`src/design/lr_pkg.sv`:
```
`timescale 1ns / 1ps
// shared constants for the line rasterizer
// no dependencies

package lr_pkg;

    localparam int COORD_BITS_DEF = 6;
    localparam int GLYPH_BITS     = 8;
    localparam int BYTE_BITS      = 8;

endpackage

```
`src/design/line_rasterizer_unit.sv`:
```
`timescale 1ns / 1ps
// line rasterizer top level: walks one line command into pixel writes
// depends on lr_pkg
//
// usage:
//   s_axis carries one line command per transaction; it is accepted only
//   while the unit is idle (s_axis_tready high).
//   m_axis carries one pixel write per transaction; m_axis_tlast marks the
//   final pixel of the line.
// sequence and throughput:
//   after acceptance come the setup states, span then orientation, and then one
//   pixel per cycle through the shared error-term adder while the receiver
//   takes them. n, the pixel count of a line, is the major-axis span plus
//   one, up to 2^COORD_BITS.
//   the next command is accepted in the cycle after the last pixel is
//   loaded, even while that pixel still waits in the output register.
// reset:
//   rst_n clears the sequencer and the output valid; the unit comes up idle.
// stalls:
//   a pixel held in the output register stays stable until taken, and the
//   walk pauses; nothing is lost or repeated.

module line_rasterizer_unit
    import lr_pkg::*;
#(
    parameter int COORD_BITS = COORD_BITS_DEF
)
(
    input  logic                clk,
    input  logic                rst_n,
    input  logic                s_axis_tvalid,
    output logic                s_axis_tready,
    // x_start, y_start, x_end, y_end, glyph, zero pad
    input  logic [((4*COORD_BITS+GLYPH_BITS+BYTE_BITS-1)/BYTE_BITS)*BYTE_BITS-1:0] s_axis_tdata,
    output logic                m_axis_tvalid,
    input  logic                m_axis_tready,
    // pix_x, pix_y, pix_glyph, zero pad
    output logic [((2*COORD_BITS+GLYPH_BITS+BYTE_BITS-1)/BYTE_BITS)*BYTE_BITS-1:0] m_axis_tdata,
    output logic                m_axis_tlast
);

    localparam int C = COORD_BITS;
    localparam int E = COORD_BITS + 4;
    localparam int OUT_USED = 2*COORD_BITS + GLYPH_BITS;

    typedef enum logic [1:0] {
        ST_IDLE,
        ST_SPAN,
        ST_ORIENT,
        ST_WALK
    } state_t;

    state_t state_reg, state_next;
    logic   m_valid_reg, m_valid_next;

    logic [C-1:0]          xa_reg, xa_next, ya_reg, ya_next;
    logic [C-1:0]          xb_reg, xb_next, yb_reg, yb_next;
    logic [GLYPH_BITS-1:0] glyph_reg, glyph_next;
    logic [C-1:0]          adx_reg, adx_next, ady_reg, ady_next;
    logic [C-1:0]          major_pos_reg, major_pos_next;
    logic [C-1:0]          minor_pos_reg, minor_pos_next;
    logic [C-1:0]          major_stop_reg, major_stop_next;
    logic signed [E-1:0]   err_reg, err_next;
    logic signed [E-1:0]   inc_flat_reg, inc_flat_next;
    logic signed [E-1:0]   inc_diag_reg, inc_diag_next;
    logic                  minor_down_reg, minor_down_next;
    logic                  steep_reg, steep_next;
    logic [C-1:0]          pix_x_reg, pix_x_next, pix_y_reg, pix_y_next;
    logic [GLYPH_BITS-1:0] pix_glyph_reg, pix_glyph_next;
    logic                  last_reg, last_next;

    logic                  in_fire;
    logic                  out_free;
    logic                  steep_c;
    logic [C-1:0]          ma, mb, na, nb;
    logic [C-1:0]          dmaj, dmin;
    logic signed [E-1:0]   flat_c, dmaj2_c;
    logic                  fin;

    assign in_fire  = s_axis_tvalid && s_axis_tready;
    assign out_free = !m_valid_reg || m_axis_tready;
    assign fin      = (major_pos_reg == major_stop_reg);

    // orientation and endpoint swap
    always_comb
    begin
        steep_c = !(ady_reg < adx_reg);
        if (steep_c)
        begin
            ma = ya_reg; mb = yb_reg; na = xa_reg; nb = xb_reg;
            dmaj = ady_reg; dmin = adx_reg;
        end
        else
        begin
            ma = xa_reg; mb = xb_reg; na = ya_reg; nb = yb_reg;
            dmaj = adx_reg; dmin = ady_reg;
        end
        if (ma > mb)
        begin
            {ma, mb} = {mb, ma};
            {na, nb} = {nb, na};
        end
        flat_c  = signed'({{(E-C-1){1'b0}}, dmin, 1'b0});
        dmaj2_c = signed'({{(E-C-1){1'b0}}, dmaj, 1'b0});
    end

    always_comb
    begin
        state_next      = state_reg;
        m_valid_next    = m_valid_reg;
        xa_next         = xa_reg;
        ya_next         = ya_reg;
        xb_next         = xb_reg;
        yb_next         = yb_reg;
        glyph_next      = glyph_reg;
        adx_next        = adx_reg;
        ady_next        = ady_reg;
        major_pos_next  = major_pos_reg;
        minor_pos_next  = minor_pos_reg;
        major_stop_next = major_stop_reg;
        err_next        = err_reg;
        inc_flat_next   = inc_flat_reg;
        inc_diag_next   = inc_diag_reg;
        minor_down_next = minor_down_reg;
        steep_next      = steep_reg;
        pix_x_next      = pix_x_reg;
        pix_y_next      = pix_y_reg;
        pix_glyph_next  = pix_glyph_reg;
        last_next       = last_reg;

        if (m_valid_reg && m_axis_tready)
        begin
            m_valid_next = 1'b0;
        end

        case (state_reg)
            ST_IDLE:
            begin
                if (in_fire)
                begin
                    xa_next    = s_axis_tdata[C-1:0];
                    ya_next    = s_axis_tdata[2*C-1:C];
                    xb_next    = s_axis_tdata[3*C-1:2*C];
                    yb_next    = s_axis_tdata[4*C-1:3*C];
                    glyph_next = s_axis_tdata[4*C+GLYPH_BITS-1:4*C];
                    state_next = ST_SPAN;
                end
            end
            ST_SPAN:
            begin
                adx_next   = (xa_reg > xb_reg) ? xa_reg - xb_reg : xb_reg - xa_reg;
                ady_next   = (ya_reg > yb_reg) ? ya_reg - yb_reg : yb_reg - ya_reg;
                state_next = ST_ORIENT;
            end
            ST_ORIENT:
            begin
                steep_next      = steep_c;
                major_pos_next  = ma;
                major_stop_next = mb;
                minor_pos_next  = na;
                minor_down_next = nb < na;
                inc_flat_next   = flat_c;
                inc_diag_next   = flat_c - dmaj2_c;
                err_next        = flat_c - signed'({{(E-C){1'b0}}, dmaj});
                state_next      = ST_WALK;
            end
            ST_WALK:
            begin
                if (out_free)
                begin
                    m_valid_next   = 1'b1;
                    pix_x_next     = steep_reg ? minor_pos_reg : major_pos_reg;
                    pix_y_next     = steep_reg ? major_pos_reg : minor_pos_reg;
                    pix_glyph_next = glyph_reg;
                    last_next      = fin;
                    // shared error-term adder
                    if (err_reg > 0)
                    begin
                        minor_pos_next = minor_down_reg ? minor_pos_reg - C'(1)
                                                        : minor_pos_reg + C'(1);
                        err_next       = err_reg + inc_diag_reg;
                    end
                    else
                    begin
                        err_next = err_reg + inc_flat_reg;
                    end
                    if (fin)
                    begin
                        state_next = ST_IDLE;
                    end
                    else
                    begin
                        major_pos_next = major_pos_reg + C'(1);
                    end
                end
            end
            default:
            begin
                state_next = ST_IDLE;
            end
        endcase
    end

    always_ff @(posedge clk or negedge rst_n)
    begin
        if (!rst_n)
        begin
            state_reg      <= ST_IDLE;
            m_valid_reg    <= 1'b0;
            xa_reg         <= '0;
            ya_reg         <= '0;
            xb_reg         <= '0;
            yb_reg         <= '0;
            glyph_reg      <= '0;
            adx_reg        <= '0;
            ady_reg        <= '0;
            major_pos_reg  <= '0;
            minor_pos_reg  <= '0;
            major_stop_reg <= '0;
            err_reg        <= '0;
            inc_flat_reg   <= '0;
            inc_diag_reg   <= '0;
            minor_down_reg <= 1'b0;
            steep_reg      <= 1'b0;
            pix_x_reg      <= '0;
            pix_y_reg      <= '0;
            pix_glyph_reg  <= '0;
            last_reg       <= 1'b0;
        end
        else
        begin
            state_reg      <= state_next;
            m_valid_reg    <= m_valid_next;
            xa_reg         <= xa_next;
            ya_reg         <= ya_next;
            xb_reg         <= xb_next;
            yb_reg         <= yb_next;
            glyph_reg      <= glyph_next;
            adx_reg        <= adx_next;
            ady_reg        <= ady_next;
            major_pos_reg  <= major_pos_next;
            minor_pos_reg  <= minor_pos_next;
            major_stop_reg <= major_stop_next;
            err_reg        <= err_next;
            inc_flat_reg   <= inc_flat_next;
            inc_diag_reg   <= inc_diag_next;
            minor_down_reg <= minor_down_next;
            steep_reg      <= steep_next;
            pix_x_reg      <= pix_x_next;
            pix_y_reg      <= pix_y_next;
            pix_glyph_reg  <= pix_glyph_next;
            last_reg       <= last_next;
        end
    end

    assign s_axis_tready = (state_reg == ST_IDLE);
    assign m_axis_tvalid = m_valid_reg;
    assign m_axis_tlast  = last_reg;

    always_comb
    begin
        m_axis_tdata = '0;
        m_axis_tdata[OUT_USED-1:0] = {pix_glyph_reg, pix_y_reg, pix_x_reg};
    end

    // idle means the output holds nothing or the final pixel of a line
    assert property (@(posedge clk) disable iff (!rst_n)
        (s_axis_tready && m_axis_tvalid) |-> m_axis_tlast)
        else $error("idle with a non-final pixel pending");

    // a command transaction starts the setup sequence
    assert property (@(posedge clk) disable iff (!rst_n)
        in_fire |=> (state_reg == ST_SPAN))
        else $error("accepted command did not start setup");

    // the walk never passes the stop coordinate
    assert property (@(posedge clk) disable iff (!rst_n)
        (state_reg == ST_WALK) |-> (major_pos_reg <= major_stop_reg))
        else $error("major position beyond stop");

    // when the walk ends, the final pixel loads flagged and the unit goes idle
    assert property (@(posedge clk) disable iff (!rst_n)
        (state_reg == ST_WALK && out_free && fin) |=> (m_axis_tlast && s_axis_tready))
        else $error("final pixel not flagged on walk end");

endmodule

```
`config.mk`:
```
export PLATFORM = sky130hd
export DESIGN_NAME = line_rasterizer_unit
export DESIGN_NICKNAME = d
export VERILOG_FILES = /design/src/design/lr_pkg.sv /design/src/design/line_rasterizer_unit.sv
export SDC_FILE = /design/constraint.sdc
export NUM_CORES = 1
export LEC_CHECK = 0
export ABC_AREA = 0
export BUFFER_PORTS_ARGS = -buffer_cell sky130_fd_sc_hd__buf_4
export CAP_MARGIN = 25
export CORE_ASPECT_RATIO = 1.25
export CORE_MARGIN = 1
export CORE_UTILIZATION = 35
export DETAILED_ROUTE_END_ITERATION = 10
export GPL_TIMING_DRIVEN = 0
export SLEW_MARGIN = 40
export SYNTH_ARGS = -nofsm -noshare
export SYNTH_HDL_FRONTEND = slang
export SYNTH_SLANG_ARGS = --single-unit
```
`constraint.sdc`:
```
create_clock -name clk -period 13.35 [get_ports clk]
set_input_delay 0.6675 -clock clk [delete_from_list [all_inputs] [get_ports clk]]
set_output_delay 0.6675 -clock clk [all_outputs]
set_load 0.01 [all_outputs]
```
==> out/qor.txt, run 1 <==
Synthesized cell area: 7670 µm²
FMAX: 177 MHz
Critical path buffer and inverter count: 4
Final hold vios: 0
Max reg flops: 10
Gr ovfl total: 0
# setup viols final: 0
Clock Sinks: 111
Initial cell density of the core: 0.356
Yosys warns: 0
Yosys top cell area share: 0.362
Layer with the highest usage: met2
Worst-path maximum fanout: 10
Clock transition at path regs: 80 ps
DIE AREA: 22500 µm²
Clock H-tree levels: 3
Largest net degree at the start of global routing: 61
# IOs: 63
First-pass GRT wire length: 32.6 mm
Clock latency on the worst-skew pair: 370 ps
Hold Path Class: primary input to asynchronous set/reset pin
WS Path Type: register to register
Antenna violations before repair: 0
DR vias: 6243
Routed len/inst: 16.9 µm
HPWL Detailed: 15.6 mm
CTS Buf Count: 9
Crit end category: register
DIE HEIGHT: 168 µm
Yosys reg bits: 111
Root Driver: clkbuf_16
CP max stage delay: 600 ps
Slew @ Worst Pin: 749 ps
Met2 usage: 0.319
Crit path DAT: 5960 ps
Filler cells: 2176
Antenna viol nets, final: 0
CP Launch Type: register
GR Util All Layers: 0.186
Worst path required time: 13670 ps
DRC Markers: 0
GPL Wtd Cong: 0.921
Clock Path Buffers: 2
Vias/cell: 5.25
Sequential area share after synthesis: 0.362
Min Tclk post-route: 5640 ps
Status: finished, final reports clean
TritonCTS clock tree: done
Layout area overhead: 14.7%
Period utilization: 0.422
CP most frequent cell: a21oi_1
CTS resizes: 0
Die X: 134 µm
Mapped Avg Cell Area: 9.22 µm²
Met3 Use GR: 0.0248
First drt pass iteration count: 5
Slew headroom: 0.501
Synth unique cells: 61
Fin Clk Skew: 13.4 ps
Antenna diodes: 0
Max-cap violations: 0
Most common flop cell mapped by yosys: dfrtp_1
# port buffers: 58
Vias in the first global route: 6343
Post-synth EDFFs: 0
Post-layout nets: 1010
Unrepaired setup endpoints after global routing: false
Crit path max-delay cell type: buf_1
Layout cells sized above 1: 0.165
Yosys top cell by area: dfrtp_1
Final Max Tran Viols: 0
Async SR Flop Fraction: 1.00
Top area cells in the synthesized netlist: dfrtp_1 (36%), ha_1 (10%), mux2_2 (7.5%)
Row count: 60
DR iter-0 viols: 385
Critical-path cell list: inv_1, ha_1, nor2b_1, o2111ai_4, nand2_4, buf_1, nand2_1, nand2_1, ha_1, and4_1, o21ai_1, o211ai_1, nand2_1, buf_2, buf_1, a21oi_1, a21oi_1, ha_1, a21oi_1, nor2b_1, o21ai_0, a31oi_1, a21oi_1, o21a_1
Final wirelength: 20.0 mm
Post-Synthesis Cells: 832
Core area: 21500 µm²
Crit path max-delay family: compound AO/OA/AOI/OAI gates
Post-CTS Setup Inserts: 0
Met1 Track Usage GR: 0.233
Post-CTS Hold Buffers: 0
Setup TNS: 0 ps
==> worst register-to-register path: cells and delay by family, from the launching register on <==
family | cells | cell delay (ps)
AOI/OAI and AO/OA | 10 | 1570
adders and majority gates | 3 | 890
buffers and inverters | 4 | 1350
DFF | 1 | 430
and+or+nand+nor | 7 | 1360
==> layout by cell type, fill, tap and decap left out, drive strengths merged, types with 6 or more instances in the layout <==
cell,n
nand3,16
xnor2,20
ha,62
nor2,60
buf,77
o21ai,63
nor3,17
inv,49
a21oi,76
xor2,11
dfrtp,111
nand2b,9
nand2,92
o21a,6
a31oi,10
clkbuf,33
a21o,10
a221oi,6
nor2b,10
mux2i,40
a211oi,10
mux2,51
nand4,8
fa,7
and2,6
==> Yosys cell counts (6+ instances only) <==
master and n:
dfrtp_1 111, nand2_1 91, a21oi_1 73, ha_1 62
nor2_1 59, mux2_2 51, inv_1 44, mux2i_1 40
o21ai_0 34, o21ai_1 29, clkbuf_1 22, xnor2_1 20
nor3_1 17, nand3_1 16, xor2_1 11, a211oi_1 10
a21o_1 10, nor2b_1 10, a31oi_1 9, nand2b_1 9
nand4_1 8, fa_1 7, a221oi_1 6, buf_1 6
buf_2 6, buf_4 6, o21a_1 6
==> logic make-up after synthesis <==
family,count (synthesis),share of synthesized area
AO/OA/AOI/OAI,213,0.171
XOR/XNOR,31,0.0354
adder cells (fa/ha/maj),69,0.119
buffers and inverters,84,0.0450
flip-flops,111,0.362
multiplexers,91,0.127
other,1,0.000489
AND/OR/NAND/NOR,232,0.139
==> stage by stage <==
step / hold WS [ps] / instances / worst slack, ps / util / area, µm²
5_1_grt: 239 / 1189 / 7480 / 0.408 / 8800
2_1_floorplan: 372 / 835 / 8990 / - / 7680
3_3_place_gp: 443 / 1172 / 7920 / 0.393 / 8470
4_1_cts: 222 / 1189 / 7860 / 0.408 / 8800
3_5_place_dp: 449 / 1173 / 7880 / 0.395 / 8510
6_report: 207 / 1189 / 7710 / 0.408 / 8800
==> layout make-up <==
cell class	count	area, µm²	share of cell area
Clock buffer	11	243	0.0276
Sequential cell	111	2780	0.316
Buffer	40	180	0.0205
Multi-Input combinational cell	640	4560	0.519
Inverter	44	165	0.0188
Clock inverter	5	46.3	0.00526
Tap cell	279	349	0.0397
Timing Repair Buffer	59	470	0.0535
==> worst paths after layout <==
path	startpoint	endpoint	slack [ps]	cells after the start
min reg2reg	glyph_reg[7]$_DFFE_PN0P_	pix_glyph_reg[7]$_DFFE_PN0P_	470	2
max in group asynchronous	rst_n	err_reg[6]$_DFFE_PN0P_	12510	2
min	rst_n	inc_diag_reg[2]$_DFFE_PN0P_	210	1
max	adx_reg[1]$_DFFE_PN0N_	minor_down_reg$_DFFE_PN0P_	7710	24
min in group clk	glyph_reg[7]$_DFFE_PN0P_	pix_glyph_reg[7]$_DFFE_PN0P_	470	2
max reg2reg	adx_reg[1]$_DFFE_PN0N_	minor_down_reg$_DFFE_PN0P_	7710	24
==> routing by layer <==
metal  vias up  part of all wire
met4         0             0.032
li1       3095                 -
met5         -                 0
met2       162              0.49
met3        38             0.042
met1      2948              0.43
Power of run 1 is not shown: default switching activity piles up to over one toggle a cycle in this logic, so the estimate is an artifact.
==> run 2: changes to the inputs <==
==> constraint.sdc (replaced) <==
create_clock -name clk -period 5.3 [get_ports clk]
set_input_delay 0.265 -clock clk [delete_from_list [all_inputs] [get_ports clk]]
set_output_delay 0.265 -clock clk [all_outputs]
set_load 0.01 [all_outputs]
==> run 2 against run 1 <==
Compared with the run above:
- clock skew is 1.7 ps higher
- via count hardly changed
- worst setup slack worse by 7500 ps
- critical path type unchanged
- largest cell class unchanged
==> out/qor.txt, run 2 (synthesis results as in run 1) <==
Status: finished, final reports clean (unchanged)
Root Driver: clkbuf_16 (unchanged)
Layout cells sized above 1: 0.174 (was 0.165)
Commonest non-fill, non-tap cells in the layout: dfrtp_1 (111), nand2_1 (90), a21oi_1 (73), buf_4 (66), ha_1 (62) (was dfrtp_1 (111), nand2_1 (91), a21oi_1 (73), buf_4 (63), ha_1 (62))
Crit end category: register (unchanged)
GR Util All Layers: 0.186 (about the same)
Largest net degree at the start of global routing: 61 (unchanged)
Utilization after layout: 0.410 (was 0.408)
CTS Buf Count: 9 (unchanged)
WS Path Type: register to register (unchanged)
DIE AREA: 22500 µm² (unchanged)
CP Launch Type: register (unchanged)
Final Instance Area: 8840 µm² (was 8800 µm²)
Initial cell density of the core: 0.356 (unchanged)
Clock Path Buffers: 2 (unchanged)
FMAX: 196 MHz (was 177 MHz)
Slew @ Worst Pin: 725 ps (was 749 ps)
# IOs: 63 (unchanged)
CP most frequent cell: a21oi_1 (unchanged)
Min Tclk post-route: 5100 ps (was 5640 ps)
Antenna diodes: 0 (unchanged)
# port buffers: 58 (unchanged)
Clock transition at path regs: 80 ps (about the same)
Final hold vios: 0 (unchanged)
Worst path required time: 5620 ps (was 13670 ps)
Row count: 60 (unchanged)
Worst-path maximum fanout: 10 (unchanged)
First drt pass iteration count: 5 (unchanged)
Clock latency on the worst-skew pair: 380 ps (was 370 ps)
Die X: 134 µm (unchanged)
Antenna violations before repair: 0 (unchanged)
TritonCTS clock tree: done (unchanged)
Slew headroom: 0.513 (was 0.501)
Core area: 21500 µm² (unchanged)
First-pass GRT wire length: 32.6 mm (about the same)
CP max stage delay: 430 ps (was 600 ps)
DR iter-0 viols: 377 (was 385)
Final wirelength: 20.1 mm (was 20.0 mm)
DRC Markers: 0 (unchanged)
# setup viols final: 0 (unchanged)
Hold Path Class: primary input to register (was primary input to asynchronous set/reset pin)
Layout area overhead: 15.3% (was 14.7%)
Vias/cell: 5.23 (was 5.25)
Clock Sinks: 111 (unchanged)
DIE HEIGHT: 168 µm (unchanged)
Dpl cell area: 8510 µm² (unchanged)
Period utilization: 0.963 (was 0.422)
Fin Clk Skew: 15.0 ps (was 13.4 ps)
Post-layout nets: 1014 (was 1010)
DR vias: 6237 (was 6243)
Antenna viol nets, final: 0 (unchanged)
Crit path DAT: 5420 ps (was 5960 ps)
Max reg flops: 10 (unchanged)
Critical-path cell list: inv_1, ha_1, nor2b_1, o2111ai_4, nand2_4, buf_2, nand2_1, nand2_1, ha_1, and4_1, o21ai_1, o211ai_1, nand2_2, buf_2, clkbuf_2, a21oi_1, a21oi_1, ha_1, a21oi_1, nor2b_1, o21ai_0, a31oi_1, a21oi_1, o21a_1 (was inv_1, ha_1, nor2b_1, o2111ai_4, nand2_4, buf_1, nand2_1, nand2_1, ha_1, and4_1, o21ai_1, o211ai_1, nand2_1, buf_2, buf_1, a21oi_1, a21oi_1, ha_1, a21oi_1, nor2b_1, o21ai_0, a31oi_1, a21oi_1, o21a_1)
Gr ovfl total: 0 (unchanged)
HPWL Detailed: 15.6 mm (unchanged)
Clock H-tree levels: 3 (unchanged)
Vias in the first global route: 6349 (was 6343)
Most common cell after layout, fill and taps aside: dfrtp_1 (unchanged)
GPL Wtd Cong: 0.921 (unchanged)
Final Max Tran Viols: 0 (unchanged)
Max-cap violations: 0 (unchanged)
Routed len/inst: 16.9 µm (about the same)
Crit path max-delay cell type: dfrtp_1 (was buf_1)
[run 2: changes by cell type in the layout (fill, tap and decap cells not counted)]
cell,before,now
dlygate4sd3_1,0,1
nand2_1,91,90
nand2_2,0,1
buf_1,6,4
buf_4,63,66
clkbuf_4,0,1
clkbuf_1,23,20
clkbuf_2,0,4
[run 2: stage by stage]
step | setup slack (ps) | instances | hold slack [ps] | TNS [ps]
after floorplan | 938 | 835 | -30.6 | 0
after global placement | -133 | 1172 | 443 | -133
after detailed placement | -174 | 1173 | 211 | -174
after CTS | 14.6 | 1190 | 112 | 0
after global routing | -3.63 | 1193 | 113 | -3.63
final | 198 | 1193 | 116 | 0
[run 2: area by class of cell]
type,instances,area [µm²]
sequential,111,2780
tap,279,349
clock inverter,5,46.3
inverter,44,165
timing repair buffer,63,503
multi-input combinational,640,4570
fill,2172,12700
clock buffer,11,243
buffer,40,189
[run 2: what timing repair did]
item | 4_1_cts | 5_1_grt
resized for setup | 1 | 9
hold buffers | 1 | 0
hold endpoints to repair | 51 | 0
pin swaps | 0 | 1
buffers inserted | 0 | 3
endpoints found under the setup margin | 1 | 1
[run 2: routing by layer]
metal / GRT usage / routed length (µm) / up-vias
li1: - / - / 3099
met4: 0.0796 / 613 / 0
met1: 0.233 / 8880 / 2956
met3: 0.0248 / 764 / 33
met5: 0 / 0 / -
met2: 0.319 / 9890 / 149
[run 2: path summary, 6_finish.rpt]
kind,start,endpoint,slack [ps],depth (start not counted)
worst max register to register,adx_reg[1]$_DFFE_PN0N_,minor_down_reg$_DFFE_PN0P_,200,24
worst min register to register,glyph_reg[7]$_DFFE_PN0P_,pix_glyph_reg[7]$_DFFE_PN0P_,470,2
worst min-delay path,s_axis_tdata[31],glyph_reg[7]$_DFFE_PN0P_,120,2
min in group asynchronous,rst_n,inc_diag_reg[2]$_DFFE_PN0P_,400,2
max in group asynchronous,rst_n,err_reg[6]$_DFFE_PN0P_,4260,3
worst max-delay path,adx_reg[1]$_DFFE_PN0N_,minor_down_reg$_DFFE_PN0P_,200,24
[run 2: worst max-delay path: cells and delay by family (launching register included)]
| family | cells | cell delay (ps) |
|---|---|---|
| AOI/OAI and AO/OA | 10 | 1540 |
| and+or+nand+nor | 7 | 1220 |
| buffers and inverters | 4 | 950 |
| adders and majority gates | 3 | 890 |
| DFF | 1 | 430 |
Power of run 2 is left out for the same reason.
==> run 3: changes to the inputs <==
--- a/config.mk
+++ b/config.mk
@@ -6,6 +6,7 @@
 export NUM_CORES = 1
 export LEC_CHECK = 0
 export ABC_AREA = 0
+export ABC_CLOCK_PERIOD_IN_PS = 5300
 export BUFFER_PORTS_ARGS = -buffer_cell sky130_fd_sc_hd__buf_4
 export CAP_MARGIN = 25
 export CORE_ASPECT_RATIO = 1.25
@@ -13,6 +14,7 @@
 export CORE_UTILIZATION = 35
 export DETAILED_ROUTE_END_ITERATION = 10
 export GPL_TIMING_DRIVEN = 0
+export REMOVE_ABC_BUFFERS = 1
 export SLEW_MARGIN = 40
 export SYNTH_ARGS = -nofsm -noshare
 export SYNTH_HDL_FRONTEND = slang
==> run 3 against run 2 <==
Compared with the run above:
- critical path type unchanged
- final cell count is 2.8% lower
- core utilization is 0.21 points lower
- global-route usage is 1.5 points lower
==> out/qor.txt, run 3 (synthesis results as in run 1) <==
Antenna viol nets, final: 0 (unchanged)
TritonCTS clock tree: done (unchanged)
Final Max Tran Viols: 0 (unchanged)
DP Worst Slack: -115 ps (was -174 ps)
Core area: 21500 µm² (unchanged)
Min Tclk post-route: 4900 ps (was 5100 ps)
DIE HEIGHT: 168 µm (unchanged)
Vias/cell: 5.24 (was 5.23)
DIE AREA: 22500 µm² (unchanged)
Layer with the highest usage: met2 (unchanged)
Most common cell after layout, fill and taps aside: dfrtp_1 (unchanged)
Root Driver: clkbuf_16 (unchanged)
Clock H-tree levels: 3 (unchanged)
Slew headroom: 0.495 (was 0.513)
Antenna diodes: 0 (unchanged)
Largest net degree at the start of global routing: 66 (was 61)
# IOs: 63 (unchanged)
CTS Buf Count: 9 (unchanged)
Worst-path maximum fanout: 28 (was 10)
Fin Clk Skew: 14.4 ps (was 15.0 ps)
FMAX: 204 MHz (was 196 MHz)
Post-placement cell count: 1135 (was 1173)
Final Instance Area: 8790 µm² (was 8840 µm²)
Sequential standard cell area: 2780 µm² (unchanged)
Layout cells sized above 1: 0.180 (was 0.174)
PnR worst setup slack: 401 ps (was 198 ps)
Dpl cell area: 8380 µm² (was 8510 µm²)
Hold Path Depth: 2 (unchanged)
Clock latency on the worst-skew pair: 360 ps (was 380 ps)
Cells on worst reg2reg path: 20 (was 24)
Setup TNS: 0 ps (unchanged)
Final wirelength: 18.5 mm (was 20.1 mm)
Unrepaired setup endpoints after global routing: false
Commonest non-fill, non-tap cells in the layout: dfrtp_1 (111), nand2_1 (88), a21oi_1 (73), buf_4 (63), ha_1 (59) (was dfrtp_1 (111), nand2_1 (90), a21oi_1 (73), buf_4 (66), ha_1 (62))
Met3 Use GR: 0.0209 (was 0.0248)
Clock Path Buffers: 2 (unchanged)
Crit path DAT: 5200 ps (was 5420 ps)
Clock Sinks: 111 (unchanged)
Initial cell density of the core: 0.356 (unchanged)
Met2 usage: 0.291 (was 0.319)
DR iter-0 viols: 332 (was 377)
# port buffers: 58 (unchanged)
Die X: 134 µm (unchanged)
First drt pass iteration count: 5 (unchanged)
GR Util All Layers: 0.171 (was 0.186)
Gr ovfl total: 0 (unchanged)
Hold Path Class: primary input to register (unchanged)
Max-cap violations: 0 (unchanged)
Final hold vios: 0 (unchanged)
Row count: 60 (unchanged)
Crit end category: register (unchanged)
Multi-input gate area: 4610 µm² (was 4570 µm²)
Slew @ Worst Pin: 756 ps (was 725 ps)
Period utilization: 0.924 (was 0.963)
Layout area overhead: 14.6% (was 15.3%)
First-pass GRT wire length: 30.5 mm (was 32.6 mm)
Clock transition at path regs: 90 ps (was 80 ps)
Critical-path cell list: inv_1, ha_1, a21oi_2, o21a_1, nand2_8, mux2i_1, ha_1, and4_1, o21ai_1, o211ai_1, nand2_4, a21oi_1, mux2_2, ha_1, a21oi_1, nor2b_1, o21ai_0, a31oi_1, a21oi_1, o21a_1 (was inv_1, ha_1, nor2b_1, o2111ai_4, nand2_4, buf_2, nand2_1, nand2_1, ha_1, and4_1, o21ai_1, o211ai_1, nand2_2, buf_2, clkbuf_2, a21oi_1, a21oi_1, ha_1, a21oi_1, nor2b_1, o21ai_0, a31oi_1, a21oi_1, o21a_1)
CP max stage delay: 430 ps (about the same)
Worst path required time: 5600 ps (was 5620 ps)
Non-filler cells, final: 1159 (was 1193)
Post-layout nets: 980 (was 1014)
Crit path max-delay cell type: ha_1 (was dfrtp_1)
Met1 Track Usage GR: 0.226 (was 0.233)
GPL Wtd Cong: 0.863 (was 0.921)
DRC Markers: 0 (unchanged)
CP Launch Type: register (unchanged)
HPWL Detailed: 13.8 mm (was 15.6 mm)
Vias in the first global route: 6013 (was 6349)
Routed len/inst: 15.9 µm (was 16.9 µm)
# setup viols final: 0 (unchanged)
Status: finished, final reports clean (unchanged)
DR vias: 6078 (was 6237)
Filler cells: 2141 (was 2172)
WS Path Type: register to register (unchanged)
Max reg flops: 10 (unchanged)
Antenna violations before repair: 0 (unchanged)
run 3: cell types whose count changed in the layout (fill, tap and decap cells not counted), sizes merged:
| cell | previous run | this run |
|---|---|---|
| clkbuf | 35 | 9 |
| buf | 78 | 67 |
| clkinv | 0 | 4 |
| inv | 49 | 47 |
| nor2 | 60 | 61 |
run 3: layout make-up:
type | instances | area share
Multi-Input combinational cell | 641 | 0.525
Sequential cell | 111 | 0.316
Timing Repair Buffer | 68 | 0.0646
Tap cell | 279 | 0.0397
Clock buffer | 9 | 0.0256
Inverter | 44 | 0.0188
Clock inverter | 7 | 0.0107
run 3: stage by stage:
step,hold slack [ps],util
final,128,0.408
after global routing,114,0.408
after CTS,114,0.405
after detailed placement,194,0.389
after global placement,441,0.385
after floorplan,-30.6,-
run 3: final timing paths:
kind                                           from                            to  slack, ps
max reg2reg                  adx_reg[3]$_DFFE_PN0N_    minor_down_reg$_DFFE_PN0P_        400
max                          adx_reg[3]$_DFFE_PN0N_    minor_down_reg$_DFFE_PN0P_        400
min reg2reg                glyph_reg[1]$_DFFE_PN0P_  pix_glyph_reg[1]$_DFFE_PN0P_        460
min in group asynchronous                     rst_n  pix_glyph_reg[4]$_DFFE_PN0P_        390
max in group asynchronous                     rst_n   inc_diag_reg[2]$_DFFE_PN0P_       4240
min                                s_axis_tdata[26]      glyph_reg[2]$_DFFE_PN0P_        130
run 3: what timing repair did:
| action | CTS | global route |
|---|---|---|
| setup endpoints to repair | 1 | 1 |
| resized for setup | 2 | 3 |
| cloned | 0 | 1 |
| endpoints found under the hold margin | 46 | 0 |
| setup buffers | 0 | 6 |
| hold buffers | 1 | 0 |
| pin swaps | 0 | 2 |
run 3: critical path: cells and delay by family, from the launching register on:
family	cells	cell delay (ps)
flops	1	400
buf+inv	1	90
compound gates	10	1850
mux	2	650
simple gates	4	820
fa+ha+maj	3	1040
run 3: layer usage:
metal	vias up	wire [µm]
li1	3041	-
met1	2909	8630
met2	105	9010
met3	23	513
met4	0	328
met5	-	0
Power of run 3 is left out for the same reason.
